<file path="src/design/lfu_pkg.sv">
// ----------------------------------------------------------------------------
// lfu_pkg
// Shared constants and controller/datapath interface types for the
// least-frequently-used page replacement block.
// ----------------------------------------------------------------------------
package lfu_pkg;

   // default sizes
   localparam int SLOTS_DEFAULT     = 16;
   localparam int PAGE_BITS_DEFAULT = 16;

   // fixed field widths
   localparam int COUNT_W      = 16;
   localparam int FAULT_W      = 16;
   localparam int SLOT_INDEX_W = 4;
   localparam int CFG_W        = 5;

   // saturation limits and reset value of the slot count register
   localparam logic [COUNT_W-1:0] COUNT_MAX          = '1;
   localparam logic [FAULT_W-1:0] FAULT_MAX          = '1;
   localparam logic [CFG_W-1:0]   SLOTS_IN_USE_RESET = 5'd16;

   // controller to datapath commands
   typedef struct packed {
      logic start;        // latch request, clear lookup results
      logic rd;           // read table entry at the walk pointer
      logic sweep_start;  // restart the walk over all slots for rank fixup
      logic commit;       // write the chosen slot and load the result
   } lfu_cmd_type;

   // datapath to controller status
   typedef struct packed {
      logic rd_done;      // walk pointer reached its limit
      logic rd_pend;      // a read is still in flight
      logic need_sweep;   // fault with no empty slot
      logic out_free;     // result register can take a new result
   } lfu_stat_type;

endpackage

</file>
<file path="src/design/lfu_ram.sv">
// ----------------------------------------------------------------------------
// lfu_ram
// Generic simple dual-port RAM: one write port, one read port with
// registered read data.
// ----------------------------------------------------------------------------
module lfu_ram #(
   parameter int WIDTH = lfu_pkg::COUNT_W,
   parameter int DEPTH = lfu_pkg::SLOTS_DEFAULT
) (
   input  logic                     clock,
   input  logic                     wr_en,
   input  logic [$clog2(DEPTH)-1:0] wr_addr,
   input  logic [WIDTH-1:0]         wr_data,
   input  logic                     rd_en,
   input  logic [$clog2(DEPTH)-1:0] rd_addr,
   output logic [WIDTH-1:0]         rd_data
);

   logic [WIDTH-1:0] mem_ff [DEPTH];
   logic [WIDTH-1:0] rd_data_ff;

   // write port
   always_ff @(posedge clock) begin
      if (wr_en) begin
         mem_ff[wr_addr] <= wr_data;
      end
   end

   // registered read port
   always_ff @(posedge clock) begin
      if (rd_en) begin
         rd_data_ff <= mem_ff[rd_addr];
      end
   end

   assign rd_data = rd_data_ff;

endmodule

</file>
<file path="src/design/lfu_datapath.sv">
// ----------------------------------------------------------------------------
// lfu_datapath
// Slot table, lookup and victim tracking, rank fixup, fault counter and
// result register.
// ----------------------------------------------------------------------------
module lfu_datapath #(
   parameter int SLOTS     = lfu_pkg::SLOTS_DEFAULT,
   parameter int PAGE_BITS = lfu_pkg::PAGE_BITS_DEFAULT
) (
   input  logic                              clock,
   input  logic                              reset,
   input  lfu_pkg::lfu_cmd_type              cmd,
   output lfu_pkg::lfu_stat_type             stat,
   input  logic [PAGE_BITS-1:0]              req_page,
   input  logic                              req_end_of_run,
   input  logic                              csr_we,
   input  logic [lfu_pkg::CFG_W-1:0]         csr_slots_in_use,
   input  logic                              rsp_stall,
   output logic                              rsp_valid,
   output logic                              rsp_hit,
   output logic [lfu_pkg::SLOT_INDEX_W-1:0]  rsp_slot_index,
   output logic [lfu_pkg::FAULT_W-1:0]       rsp_fault_count
);

   localparam int IW = $clog2(SLOTS);
   localparam int CW = $clog2(SLOTS + 1);
   localparam int RW = IW;

   typedef struct packed {
      logic [PAGE_BITS-1:0]        tag;
      logic [lfu_pkg::COUNT_W-1:0] count;
      logic [RW-1:0]               rank;
   } entry_type;

   localparam int EW = $bits(entry_type);

   // configuration and request
   logic [lfu_pkg::CFG_W-1:0]        slots_in_use_ff, slots_in_use_in;
   logic [PAGE_BITS-1:0]             tag_ff, tag_in;
   logic                             eor_ff, eor_in;
   logic [CW-1:0]                    n_ff, n_in;
   logic [CW-1:0]                    active_n;

   // table state kept in flops
   logic [SLOTS-1:0]                 valid_ff, valid_in;
   logic [CW-1:0]                    valid_cnt_ff, valid_cnt_in;
   logic [lfu_pkg::FAULT_W-1:0]      faults_ff, faults_in;

   // walk pointer and read pipeline
   logic [CW-1:0]                    rd_cnt_ff, rd_cnt_in;
   logic                             rd_pend_ff, rd_pend_in;
   logic [IW-1:0]                    rd_idx_ff, rd_idx_in;
   logic                             sweep_ff, sweep_in;
   logic [CW-1:0]                    limit;

   // lookup results
   logic                             hit_ff, hit_in;
   logic [IW-1:0]                    hit_idx_ff, hit_idx_in;
   logic [lfu_pkg::COUNT_W-1:0]      hit_cnt_ff, hit_cnt_in;
   logic [RW-1:0]                    hit_rank_ff, hit_rank_in;
   logic                             emp_ff, emp_in;
   logic [IW-1:0]                    emp_idx_ff, emp_idx_in;
   logic                             vic_ok_ff, vic_ok_in;
   logic [IW-1:0]                    vic_idx_ff, vic_idx_in;
   logic [lfu_pkg::COUNT_W-1:0]      vic_cnt_ff, vic_cnt_in;
   logic [RW-1:0]                    vic_rank_ff, vic_rank_in;

   // result register
   logic                             rsp_valid_ff, rsp_valid_in;
   logic                             rsp_hit_ff, rsp_hit_in;
   logic [lfu_pkg::SLOT_INDEX_W-1:0] rsp_slot_ff, rsp_slot_in;
   logic [lfu_pkg::FAULT_W-1:0]      rsp_faults_ff, rsp_faults_in;

   // memory side
   logic [EW-1:0]                    ram_rd_data;
   logic [EW-1:0]                    ram_wr_data;
   logic [IW-1:0]                    ram_wr_addr;
   logic                             ram_wr_en;
   entry_type                        rd_entry;
   entry_type                        commit_entry;
   entry_type                        sweep_entry;
   logic                             ent_valid;
   logic                             better;
   logic                             sweep_wr;
   logic [IW-1:0]                    slot_sel;
   logic [lfu_pkg::COUNT_W-1:0]      cnt_inc;
   logic [RW-1:0]                    new_rank;
   logic [lfu_pkg::FAULT_W-1:0]      faults_inc;

   // tag, use count and insertion rank per slot
   lfu_ram #(
      .WIDTH (EW),
      .DEPTH (SLOTS)
   ) u_table (
      .clock   (clock),
      .wr_en   (ram_wr_en),
      .wr_addr (ram_wr_addr),
      .wr_data (ram_wr_data),
      .rd_en   (cmd.rd),
      .rd_addr (rd_cnt_ff[IW-1:0]),
      .rd_data (ram_rd_data)
   );

   // clamp slot count to 1 .. SLOTS
   always_comb begin
      if (slots_in_use_ff == '0) begin
         active_n = CW'(1);
      end else if (32'(slots_in_use_ff) > 32'(SLOTS)) begin
         active_n = CW'(SLOTS);
      end else begin
         active_n = CW'(slots_in_use_ff);
      end
   end

   // walk limit: active slots for lookup, all slots for rank fixup
   assign limit     = sweep_ff ? CW'(SLOTS) : n_ff;
   assign rd_entry  = entry_type'(ram_rd_data);
   assign ent_valid = valid_ff[rd_idx_ff];

   // victim order: lower count, then older insertion, then lower index
   assign better = !vic_ok_ff || (rd_entry.count < vic_cnt_ff) ||
                   ((rd_entry.count == vic_cnt_ff) && (rd_entry.rank < vic_rank_ff));

   // rank fixup writes back entries newer than the victim
   assign sweep_wr = rd_pend_ff && sweep_ff && ent_valid && (rd_entry.rank > vic_rank_ff);

   always_comb begin
      sweep_entry      = rd_entry;
      sweep_entry.rank = rd_entry.rank - RW'(1);
   end

   // chosen slot and its new contents
   always_comb begin
      if (hit_ff) begin
         slot_sel = hit_idx_ff;
      end else if (emp_ff) begin
         slot_sel = emp_idx_ff;
      end else begin
         slot_sel = vic_idx_ff;
      end
   end

   assign cnt_inc    = (hit_cnt_ff == lfu_pkg::COUNT_MAX) ? hit_cnt_ff
                                                          : hit_cnt_ff + lfu_pkg::COUNT_W'(1);
   assign new_rank   = emp_ff ? RW'(valid_cnt_ff) : RW'(valid_cnt_ff - CW'(1));
   assign faults_inc = (!hit_ff && (faults_ff != lfu_pkg::FAULT_MAX))
                       ? faults_ff + lfu_pkg::FAULT_W'(1) : faults_ff;

   always_comb begin
      commit_entry.tag   = tag_ff;
      commit_entry.count = hit_ff ? cnt_inc : lfu_pkg::COUNT_W'(1);
      commit_entry.rank  = hit_ff ? hit_rank_ff : new_rank;
   end

   // table write mux
   assign ram_wr_en   = sweep_wr || cmd.commit;
   assign ram_wr_addr = cmd.commit ? slot_sel : rd_idx_ff;
   assign ram_wr_data = cmd.commit ? EW'(commit_entry) : EW'(sweep_entry);

   // request capture and walk pointer
   always_comb begin
      slots_in_use_in = csr_we ? csr_slots_in_use : slots_in_use_ff;
      tag_in          = cmd.start ? req_page : tag_ff;
      eor_in          = cmd.start ? req_end_of_run : eor_ff;
      n_in            = cmd.start ? active_n : n_ff;
      rd_pend_in      = cmd.rd;
      rd_idx_in       = rd_cnt_ff[IW-1:0];
      rd_cnt_in       = rd_cnt_ff;
      sweep_in        = sweep_ff;
      if (cmd.start || cmd.sweep_start) begin
         rd_cnt_in = '0;
         sweep_in  = cmd.sweep_start;
      end else if (cmd.rd) begin
         rd_cnt_in = rd_cnt_ff + CW'(1);
      end
   end

   // lookup: first match, first empty slot, best victim
   always_comb begin
      hit_in      = hit_ff;
      hit_idx_in  = hit_idx_ff;
      hit_cnt_in  = hit_cnt_ff;
      hit_rank_in = hit_rank_ff;
      emp_in      = emp_ff;
      emp_idx_in  = emp_idx_ff;
      vic_ok_in   = vic_ok_ff;
      vic_idx_in  = vic_idx_ff;
      vic_cnt_in  = vic_cnt_ff;
      vic_rank_in = vic_rank_ff;
      if (cmd.start) begin
         hit_in    = 1'b0;
         emp_in    = 1'b0;
         vic_ok_in = 1'b0;
      end else if (rd_pend_ff && !sweep_ff) begin
         if (!hit_ff && ent_valid && (rd_entry.tag == tag_ff)) begin
            hit_in      = 1'b1;
            hit_idx_in  = rd_idx_ff;
            hit_cnt_in  = rd_entry.count;
            hit_rank_in = rd_entry.rank;
         end
         if (!emp_ff && !ent_valid) begin
            emp_in     = 1'b1;
            emp_idx_in = rd_idx_ff;
         end
         if (better) begin
            vic_ok_in   = 1'b1;
            vic_idx_in  = rd_idx_ff;
            vic_cnt_in  = rd_entry.count;
            vic_rank_in = rd_entry.rank;
         end
      end
   end

   // table bookkeeping and result register
   always_comb begin
      valid_in      = valid_ff;
      valid_cnt_in  = valid_cnt_ff;
      faults_in     = faults_ff;
      rsp_hit_in    = rsp_hit_ff;
      rsp_slot_in   = rsp_slot_ff;
      rsp_faults_in = rsp_faults_ff;
      rsp_valid_in  = rsp_valid_ff && rsp_stall;
      if (cmd.commit) begin
         rsp_valid_in  = 1'b1;
         rsp_hit_in    = hit_ff;
         rsp_slot_in   = lfu_pkg::SLOT_INDEX_W'(slot_sel);
         rsp_faults_in = faults_inc;
         if (eor_ff) begin
            // end of run clears the table after reporting
            valid_in     = '0;
            valid_cnt_in = '0;
            faults_in    = '0;
         end else begin
            valid_in[slot_sel] = 1'b1;
            faults_in          = faults_inc;
            if (!hit_ff && emp_ff) begin
               valid_cnt_in = valid_cnt_ff + CW'(1);
            end
         end
      end
   end

   // control registers
   always_ff @(posedge clock) begin
      if (reset) begin
         slots_in_use_ff <= lfu_pkg::SLOTS_IN_USE_RESET;
         valid_ff        <= '0;
         valid_cnt_ff    <= '0;
         faults_ff       <= '0;
         rd_pend_ff      <= 1'b0;
         rd_cnt_ff       <= '0;
         sweep_ff        <= 1'b0;
         rsp_valid_ff    <= 1'b0;
      end else begin
         slots_in_use_ff <= slots_in_use_in;
         valid_ff        <= valid_in;
         valid_cnt_ff    <= valid_cnt_in;
         faults_ff       <= faults_in;
         rd_pend_ff      <= rd_pend_in;
         rd_cnt_ff       <= rd_cnt_in;
         sweep_ff        <= sweep_in;
         rsp_valid_ff    <= rsp_valid_in;
      end
   end

   // payload registers
   always_ff @(posedge clock) begin
      tag_ff        <= tag_in;
      eor_ff        <= eor_in;
      n_ff          <= n_in;
      rd_idx_ff     <= rd_idx_in;
      hit_ff        <= hit_in;
      hit_idx_ff    <= hit_idx_in;
      hit_cnt_ff    <= hit_cnt_in;
      hit_rank_ff   <= hit_rank_in;
      emp_ff        <= emp_in;
      emp_idx_ff    <= emp_idx_in;
      vic_ok_ff     <= vic_ok_in;
      vic_idx_ff    <= vic_idx_in;
      vic_cnt_ff    <= vic_cnt_in;
      vic_rank_ff   <= vic_rank_in;
      rsp_hit_ff    <= rsp_hit_in;
      rsp_slot_ff   <= rsp_slot_in;
      rsp_faults_ff <= rsp_faults_in;
   end

   // status to controller
   assign stat.rd_done    = (rd_cnt_ff == limit);
   assign stat.rd_pend    = rd_pend_ff;
   assign stat.need_sweep = !hit_ff && !emp_ff;
   assign stat.out_free   = !rsp_valid_ff || !rsp_stall;

   assign rsp_valid       = rsp_valid_ff;
   assign rsp_hit         = rsp_hit_ff;
   assign rsp_slot_index  = rsp_slot_ff;
   assign rsp_fault_count = rsp_faults_ff;

endmodule

</file>
<file path="src/design/lfu_ctrl.sv">
// ----------------------------------------------------------------------------
// lfu_ctrl
// Sequencer: accept a reference, walk the active slots, walk all slots for
// rank fixup when a full table faults, then commit the update and result.
// ----------------------------------------------------------------------------
module lfu_ctrl (
   input  logic                  clock,
   input  logic                  reset,
   input  logic                  req_valid,
   input  lfu_pkg::lfu_stat_type stat,
   output lfu_pkg::lfu_cmd_type  cmd,
   output logic                  idle
);

   localparam logic [1:0] S_IDLE   = 2'd0;
   localparam logic [1:0] S_SCAN   = 2'd1;
   localparam logic [1:0] S_SWEEP  = 2'd2;
   localparam logic [1:0] S_COMMIT = 2'd3;

   logic [1:0] state_ff, state_in;

   // next state and commands
   always_comb begin
      cmd      = '0;
      state_in = state_ff;
      case (state_ff)
         S_IDLE: begin
            if (req_valid) begin
               cmd.start = 1'b1;
               state_in  = S_SCAN;
            end
         end
         S_SCAN: begin
            if (!stat.rd_done) begin
               cmd.rd = 1'b1;
            end else if (!stat.rd_pend) begin
               if (stat.need_sweep) begin
                  cmd.sweep_start = 1'b1;
                  state_in        = S_SWEEP;
               end else begin
                  state_in = S_COMMIT;
               end
            end
         end
         S_SWEEP: begin
            if (!stat.rd_done) begin
               cmd.rd = 1'b1;
            end else if (!stat.rd_pend) begin
               state_in = S_COMMIT;
            end
         end
         S_COMMIT: begin
            if (stat.out_free) begin
               cmd.commit = 1'b1;
               state_in   = S_IDLE;
            end
         end
         default: begin
            state_in = S_IDLE;
         end
      endcase
   end

   always_ff @(posedge clock) begin
      if (reset) begin
         state_ff <= S_IDLE;
      end else begin
         state_ff <= state_in;
      end
   end

   assign idle = (state_ff == S_IDLE);

endmodule

</file>
<file path="src/design/lfu_page_replacement.sv">
// ----------------------------------------------------------------------------
// lfu_page_replacement
// Least-frequently-used page replacement with oldest-first tie-break.
// ----------------------------------------------------------------------------
// One reference is handled at a time. After a transfer on the request channel
// the block reads the slot table one entry per cycle through its single read
// port, walking the first n entries, n being the active slot count
// (slots_in_use, clamped to 1..SLOTS). A fault on a table whose active slots
// are all filled adds a second walk over all SLOTS entries to renumber the
// insertion ranks. The result goes to an output register, so the next
// reference is taken while a result still waits on a stalled response
// channel; a commit waits only if a previous result is still held there.
// The slot count register is written through the csr channel while no
// reference is in flight.
// ----------------------------------------------------------------------------
module lfu_page_replacement #(
   parameter int SLOTS     = lfu_pkg::SLOTS_DEFAULT,
   parameter int PAGE_BITS = lfu_pkg::PAGE_BITS_DEFAULT
) (
   input  logic                              clock,
   input  logic                              reset,
   input  logic                              req_valid,
   output logic                              req_stall,
   input  logic [PAGE_BITS-1:0]              req_page,
   input  logic                              req_end_of_run,
   output logic                              rsp_valid,
   input  logic                              rsp_stall,
   output logic                              rsp_hit,
   output logic [lfu_pkg::SLOT_INDEX_W-1:0]  rsp_slot_index,
   output logic [lfu_pkg::FAULT_W-1:0]       rsp_fault_count,
   input  logic                              csr_valid,
   output logic                              csr_ready,
   input  logic [lfu_pkg::CFG_W-1:0]         csr_slots_in_use
);

   lfu_pkg::lfu_cmd_type  cmd;
   lfu_pkg::lfu_stat_type stat;
   logic                  idle;
   logic                  csr_we;

   // handshakes
   assign req_stall = !idle;
   assign csr_ready = idle;
   assign csr_we    = csr_valid && csr_ready;

   lfu_ctrl u_ctrl (
      .clock     (clock),
      .reset     (reset),
      .req_valid (req_valid),
      .stat      (stat),
      .cmd       (cmd),
      .idle      (idle)
   );

   lfu_datapath #(
      .SLOTS     (SLOTS),
      .PAGE_BITS (PAGE_BITS)
   ) u_datapath (
      .clock            (clock),
      .reset            (reset),
      .cmd              (cmd),
      .stat             (stat),
      .req_page         (req_page),
      .req_end_of_run   (req_end_of_run),
      .csr_we           (csr_we),
      .csr_slots_in_use (csr_slots_in_use),
      .rsp_stall        (rsp_stall),
      .rsp_valid        (rsp_valid),
      .rsp_hit          (rsp_hit),
      .rsp_slot_index   (rsp_slot_index),
      .rsp_fault_count  (rsp_fault_count)
   );

   // a fault result always carries a nonzero fault total
   a_fault_counted: assert property (@(posedge clock) disable iff (reset)
      rsp_valid |-> (rsp_hit || (rsp_fault_count != '0)))
      else $error("fault reported with zero fault count");

   // one reference at a time: busy right after a request transfer
   a_busy_after_accept: assert property (@(posedge clock) disable iff (reset)
      (req_valid && !req_stall) |=> req_stall)
      else $error("request taken while a reference is in flight");

   // a new result only comes out of the commit step
   a_result_from_commit: assert property (@(posedge clock) disable iff (reset)
      $rose(rsp_valid) |-> $past(req_stall))
      else $error("result appeared without a reference in flight");

endmodule

</file>
<file path="config.mk">
export PLATFORM = sky130hd
export DESIGN_NAME = lfu_page_replacement
export DESIGN_NICKNAME = d
export VERILOG_FILES = /design/src/design/lfu_pkg.sv /design/src/design/lfu_ram.sv /design/src/design/lfu_datapath.sv /design/src/design/lfu_ctrl.sv /design/src/design/lfu_page_replacement.sv
export SDC_FILE = /design/constraint.sdc
export NUM_CORES = 1
export LEC_CHECK = 0
export CORE_MARGIN = 3
export CORE_UTILIZATION = 60
export CTS_CLUSTER_SIZE = 12
export DETAILED_ROUTE_END_ITERATION = 8
export DONT_BUFFER_PORTS = 1
export PLACE_DENSITY = 0.86
export SLEW_MARGIN = 20
export SYNTH_ARGS = -nofsm -noshare
export SYNTH_HDL_FRONTEND = slang
export SYNTH_HIERARCHICAL = 1
export SYNTH_SLANG_ARGS = --single-unit
</file>
<file path="constraint.sdc">
create_clock -name clock -period 6.5 [get_ports clock]
set_input_delay 0.325 -clock clock [delete_from_list [all_inputs] [get_ports clock]]
set_output_delay 0.325 -clock clock [all_outputs]
set_load 0.01 [all_outputs]
</file>
==> results of run 1 <==
## worst max-delay path, stage by stage (launching register included)
cell      delay [ps]
dfxtp_1          420
ha_1             200
and2_4           350
inv_1            500
nand2_1          450
nand3b_1         400
nor2_4           770
buf_4            470
## power by group through the flow
stage	sequential [mW]	combinational, mW	clock [mW]
2_1_floorplan	6.65	1.93	0
3_3_place_gp	6.74	2.54	0
3_5_place_dp	6.77	2.69	0
4_1_cts	6.69	2.77	4.10
5_1_grt	6.71	3.03	4.27
6_report	6.69	2.81	4.05
## cell type report
type	instances	area [um^2]	area share, %
repair buffers	58	578.1	1.710
well taps	664	830.8	2.458
clock buffers	102	2072	6.131
flip-flops and latches	765	22400	66.27
diodes	1	2.502	0.007404
clock inverters	13	147.6	0.4368
inverters	44	165.2	0.4887
multi-input cells	727	7602	22.49
## cells by family after synthesis
| family | after synthesis |
|---|---|
| AND/OR/NAND/NOR | 257 |
| AO/OA/AOI/OAI | 201 |
| adder cells (fa/ha/maj) | 33 |
| flip-flops | 765 |
| XOR/XNOR | 51 |
| multiplexers | 185 |
| buffers and inverters | 115 |
## stage by stage
step / cells / setup WS, ps / hold slack (ps) / total power [mW] / util (%)
finish: 2374 / 2544 / 37.12 / 13.54 / 68.48
detailed placement: 2234 / 2708 / 400.6 / 9.457 / 63.36
global placement: 2229 / 2942 / 400.2 / 9.285 / 63.10
CTS: 2373 / 2470 / 1.667 / 13.55 / 68.34
global route: 2374 / 2428 / 22.31 / 14.00 / 68.48
floorplan: 1607 / 877.9 / 394.1 / 8.582 / -
## metal layers
layer	global-route usage, %	share of wire (%)	routed length (um)
met3	5.800	9.5	6795
met5	0	0	0
met4	10.85	4.0	2878
met2	45.73	50	35980
met1	35.98	36	26030
## placed cells by master (no fill, tap or decap), types with 6 or more instances in the layout
master,netlist,routed
nor2b_1,11,9
dlygate4sd3_1,0,24
nor2_1,69,56
mux2i_1,15,14
nor3_1,13,9
ha_1,33,33
nand2_1,69,69
xnor2_1,38,38
dfxtp_1,58,56
inv_1,44,44
a211oi_1,8,8
nor4_1,7,7
nor2_4,0,13
clkbuf_1,35,21
and2_1,9,7
o21a_1,21,21
o21ai_0,20,17
nand4_1,13,13
clkbuf_16,0,78
xor2_1,13,13
nand3_1,19,19
mux2_2,21,21
a22oi_1,72,72
mux4_2,146,146
and3_1,6,6
buf_4,1,28
edfxtp_1,707,707
o2bb2ai_2,0,9
nand2b_1,9,9
a21oi_1,21,19
## sequential cells by signal, summed over array words and instances (netlist names), 2 cells and up
name and cells:
u_datapath/tag_ff 16, u_datapath/valid_cnt_ff 4, u_datapath/n_ff 5, u_datapath/u_table/mem_ff 576
u_datapath/vic_rank_ff 4, u_datapath/u_table/rd_data 36, u_datapath/hit_idx_ff 4, u_ctrl/state_ff 2
u_datapath/hit_rank_ff 4, u_datapath/vic_cnt_ff 16, u_datapath/vic_idx_ff 4, u_datapath/hit_cnt_ff 16
u_datapath/rsp_fault_count 16, u_datapath/faults_ff 16, u_datapath/rd_cnt_ff 5, u_datapath/emp_idx_ff 4
u_datapath/rsp_slot_index 4, u_datapath/valid_ff 16, u_datapath/slots_in_use_ff 5, u_datapath/rd_idx_ff 4
## worst max-delay path by stage
stage                                  start                           endpoint  slack (ps)  depth (start not counted)
after floorplan           u_ctrl/state_ff[0]    u_datapath/u_table/mem_ff[0][0]         880                          7
after global placement    u_ctrl/state_ff[0]          u_datapath/hit_cnt_ff[10]        2940                          8
after detailed placement   u_datapath/emp_ff   u_datapath/u_table/mem_ff[10][6]        2710                          6
after CTS                  u_datapath/emp_ff   u_datapath/u_table/mem_ff[10][9]        2470                          6
after global routing      u_ctrl/state_ff[0]   u_datapath/u_table/mem_ff[10][9]        2430                          7
final                     u_ctrl/state_ff[0]  u_datapath/u_table/mem_ff[11][24]        2540                          7
## what timing repair did
item,CTS,global route
setup buffers,0,0
setup endpoints to repair,0,0
resized for setup,0,0
hold buffers,24,0
hold endpoints to repair,30,0
==> metrics.md, run 1 <==
| Metric | Value |
|---|---|
| Outcome | `complete, no violations` |
| # nets final | `1,733` |
| Synth top area cells | `edfxtp_1, mux4_2, dfxtp_1` |
| H-tree Lvls | `3` |
| Int Pwr | `9.683 mW` |
| Die W | `between 200 and 250 um` |
| I/O pins | `51` |
| Slew headroom | `24.99%` |
| Post-synth ARST share | `0%` |
| Layout cell share with drive strength beyond 1 | `between 20% and 30%` |
| Core area | `~49,000 um^2` |
| Main synth FF type | `edfxtp_1` |
| Maximum VDD drop | `0.3321 mV` |
| FILL cells | `2,817` |
| R2r setup slk | `between 2000 and 3000 ps` |
| Worst R2R End | `u_datapath/u_table/mem_ff[11][24]` |
| Crit path DAT | `4220 ps` |
| Final ANT Viol Nets | `0` |
| Gpl congestion | `between 0.8 and 0.9` |
| Xor/xnor share of the synthesized area | `1.475%` |
| Max Clock Skew | `30.25 ps` |
| Hold Path Class | `primary input to register` |
| Largest family of logic cells by synthesized area | `multiplexers` |
| Seq/Total Area, Yosys | `between 70% and 80%` |
| Area grow syn2layout | `11.58%` |
| Final Cell Area | `~34,000 um^2` |
| # rows | `81` |
| Max-Cap Viols | `0` |
| Mapped Cells | `1,607` |
| Starting Density | `61.37%` |
| Hold Crit Endpoint | `u_datapath/faults_ff[1]` |
| Critical Path Fanout Max | `23` |
| Synth Warn # | `6` |
| Syn Area/Cell | `18.85 um^2` |
| Root Driver | `clkbuf_16` |
| Total GRT Usage | `27.45%` |
| Post-synth top cells | `edfxtp_1, mux4_2, a22oi_1` |
| Residual DRC | `0` |
| Final Hold Fails | `0` |
| Initial antenna violation count | `1` |
| Iteration count of the initial detailed-routing pass | `5` |
| Post-synth EDFFs | `707` |
| Die height | `230.7 um` |
| CP endpoint kind | `register` |
| Mux contribution to synthesized area | `12.39%` |
| Die area | `53,220 um^2` |
| Routed wire length per instance | `between 30 and 40 um` |
| Max-slew violation count | `0` |
| RSZ-0062 raised after global routing | `false` |
| First-pass GRT wire length | `approximately 110,000 um` |
| Adder-Cell Fraction of Synth Area | `1.363%` |
| CTS Buf Count | `77` |
| Reg2Reg Depth | `7` |
| DP Area | `between 30,000 and 40,000 um^2` |
| Longest Clk Path Bufs | `3` |
| Vias per cell | `roughly 7` |
| Mapped cell area | `30,290 um^2` |
| Worst hold start | `reset` |
| # port buffers | `0` |
| Simple-gate share of the synthesized area | `4.350%` |
| Sw Ratio | `28.50%` |
| Worst EP required | `just under 7000 ps` |
| Pwr per Cell Area | `400.7 nW/um^2` |
| Sink Count | `~770` |
| Crit Path Category | `register to register` |
| Clk pwr share | `29.9%` |
| Logic gate share of total power | `roughly a fifth` |
| Vias in the first global route | `17,030` |
| Tightest Pin Transition | `~1100 ps` |
| RR Startpoint | `u_ctrl/state_ff[0]` |
| Compound-Gate Fraction of Synth Area | `approximately 4.8%` |
| Hpwl dp | `38,390 um` |
| Period utilization | `60.86%` |
| Cell with the most instances after synthesis | `edfxtp_1` |
| Worst-path clk slew | `60 ps` |
| Largest net degree at the start of global routing | `98` |
| Final WL | `between 70,000 and 80,000 um` |
| Post-route minimum period | `3956 ps` |
| Post-synth cell types | `between 70 and 80` |
| Flop pwr share | `49.4%` |
| Setup TNS | `0 ps` |
| P_sw | `slightly below 4 mW` |
| CTS tree | `built` |
| LEAKAGE | `10.63 nW` |
| Syn Nets | `roughly 1,700` |
| Critical Path Start Type | `register` |
| Starting DRT DRC Count | `2,236` |
| Via count | `16,310` |
| Fmax | `252.8 MHz` |
| Clk Latency, worst-skew pair | `630 ps` |
| Synth Register Bits | `765` |
| Cell taking the most area after synthesis | `edfxtp_1` |
| Final setup viols | `0` |
| GRT overflow | `0` |
| Share of the synthesized area in the top cell type | `70.09%` |
| Cell count of the worst hold path | `2` |
No activity file was read; power rests on OpenSTA's default activity.
==> run 2, diff against run 1 <==
CORE_UTILIZATION = 57   (was 60)
PLACE_DENSITY = 0.85   (was 0.86)
clock period = 3.5 ns   (was 6.5 ns; I/O delays follow)
==> metrics.md, run 2 (synthesis gave the netlist of run 1 again) <==
| Metric | Value |
|---|---|
| Outcome | `complete, no violations` |
| Crit path buf inv count | `2` |
| Largest Register | `u_datapath/u_table/mem_ff` |
| Hpwl dp | `40,370 um` |
| RSZ-0062 raised after global routing | `false` |
| Number of flip-flops under the largest register name | `around 580` |
| Die height | `approximately 240 um` |
| GRT overflow | `0` |
| Multi-input gate area | `7569 um^2` |
| Post-route minimum period | `~3300 ps` |
| Area grow syn2layout | `12.62%` |
| # port buffers | `0` |
| Largest net degree at the start of global routing | `70` |
| LEAKAGE | `10.79 nW` |
| CTS Buf Count | `75` |
| Crit Path Category | `register to register` |
| Die W | `236.5 um` |
| Starting DRT DRC Count | `2,147` |
| Initial antenna violation count | `0` |
| Slowest-stage cell, CP | `nor4_2` |
| Critical path depth | `7` |
| Longest Clk Path Bufs | `3` |
| Vias in the first global route | `16,920` |
| Final WS setup | `188.8 ps` |
| Max-Cap Viols | `0` |
| Critical Path Fanout Max | `25` |
| CP Cell Sequence | `inv_1 > ha_1 > and2_1 > inv_1 > nand3b_1 > nor4_2 > and4_4` |
| Layout cell share with drive strength beyond 1 | `21.33%` |
| Starting Density | `roughly 58%` |
| Max Clock Skew | `19.93 ps` |
| Via count | `between 15,000 and 20,000` |
| Slowest stage delay, CP | `slightly above 700 ps` |
| Maximum VDD drop | `0.5484 mV` |
| Slew headroom | `40.07%` |
| I/O pins | `51` |
| Final setup viols | `0` |
| Commonest non-fill, non-tap cell in the layout | `edfxtp_1` |
| Final Hold Fails | `0` |
| Fmax | `302.0 MHz` |
| Crit path DAT | `3570 ps` |
| FILL cells | `3,150` |
| Critical Path Start Type | `register` |
| Reg2Reg Depth | `7` |
| # nets final | `1,771` |
| Register area | `22,400 um^2` |
| Ant. Diodes | `0` |
| Tightest Pin Transition | `897.1 ps` |
| Hold Path Class | `primary input to register` |
| Sink Count | `roughly 770` |
| Max-slew violation count | `0` |
| Die area | `roughly 56,000 um^2` |
| Routed wire length per instance | `slightly below 30 um` |
| First-pass GRT wire length | `106,500 um` |
| Iteration count of the initial detailed-routing pass | `5` |
| Core area | `51,920 um^2` |
| Vias per cell | `6.712` |
| Final ANT Viol Nets | `0` |
| Root Driver | `clkbuf_16` |
| Crit path max-delay family | `simple AND/OR/NAND/NOR gates` |
| # rows | `83` |
| RR Startpoint | `u_ctrl/state_ff[0]` |
| Worst EP required | `roughly 3800 ps` |
| Pwr per Cell Area | `734.5 nW/um^2` |
| CP endpoint kind | `register` |
| Most frequent cells in the layout | `edfxtp_1, mux4_2, clkbuf_16` |
| CTS tree | `built` |
| Clk Latency, worst-skew pair | `620 ps` |
| R2r setup slk | `190 ps` |
| Worst-path clk slew | `60 ps` |
| Place WS | `-27.19 ps` |
| Worst R2R End | `u_datapath/hit_cnt_ff[13]` |
| Total GRT Usage | `about 26%` |
| Period utilization | `94.60%` |
| CP dominant cell by count | `inv_1` |
| Gpl congestion | `approximately 0.84` |
| CP Capture Point | `u_datapath/hit_cnt_ff[13]` |
| Residual DRC | `0` |
| Setup TNS | `0 ps` |
| Final WL | `a little over 70,000 um` |
| WHS | `46.23 ps` |
| Critical path launch point | `u_ctrl/state_ff[0]` |
| H-tree Lvls | `3` |
run 2: changes by cell type in the layout (fill, tap and decap cells not counted), sizes merged:
cell         change
inv              -1
diode            -1
dlygate4sd3      +1
clkinv           -1
buf             +39
clkbuf          -11
clkinvlp         -1
run 2: through the flow:
stage          total power [mW]  area, um^2  cells  utilization [%]
4_1_cts                   25.10       34080   2413            65.64
2_1_floorplan             15.98       30430   1607                -
3_5_place_dp              17.86       31730   2287            61.12
5_1_grt                   25.91       34110   2415            65.69
3_3_place_gp              17.55       31730   2287            61.12
6_report                  25.06       34110   2415            65.69
run 2: what timing repair did:
item / in CTS / in global routing
pin swaps: 0 / 1
resized for setup: 1 / 0
endpoints found under the setup margin: 24 / 15
setup buffers: 0 / 2
hold buffers: 25 / 0
endpoints found under the hold margin: 58 / 0
run 2: layer usage:
layer / wire length [um] / vias up / track usage, % / part of all wire [%]
li1: - / 6683 / - / -
met4: 3422 / 0 / 12.09 / 4.8
met1: 25460 / 8314 / 32.99 / 36
met5: 0 / - / 0 / 0
met2: 35560 / 969 / 42.00 / 50
met3: 6232 / 243 / 5.509 / 8.8
run 2: worst min path at each step:
stage / from / end / slack (ps) / cells after the start
4_1_cts: req_valid / u_datapath/emp_ff / 20 / 3
3_5_place_dp: reset / u_ctrl/state_ff[0] / 250 / 1
5_1_grt: req_valid / u_datapath/emp_ff / 50 / 3
6_report: req_valid / u_datapath/emp_ff / 50 / 3
2_1_floorplan: reset / u_ctrl/state_ff[0] / 240 / 1
3_3_place_gp: reset / u_datapath/rsp_valid / 250 / 1
run 2: tightest hold or removal path, delay by kind of cell:
family	cells	cell delay, ps
AOI/OAI and AO/OA	1	190
and+or+nand+nor	1	130
buffers and inverters	1	110
run 2: power breakdown:
part	switching (mW)	internal (mW)	total, mW
clock	3.19	4.02	7.21
sequential	0.468	11.9	12.4
combinational	3.37	2.09	5.46
total	7.03	18.0	25.1
run 2: layout make-up:
class	count	share of cell area [%]
clock buffers	91	5.876
clock inverters	10	0.2568
inverters	44	0.4842
multi-input cells	727	22.19
flip-flops and latches	765	65.66
well taps	680	2.494
repair buffers	98	3.037
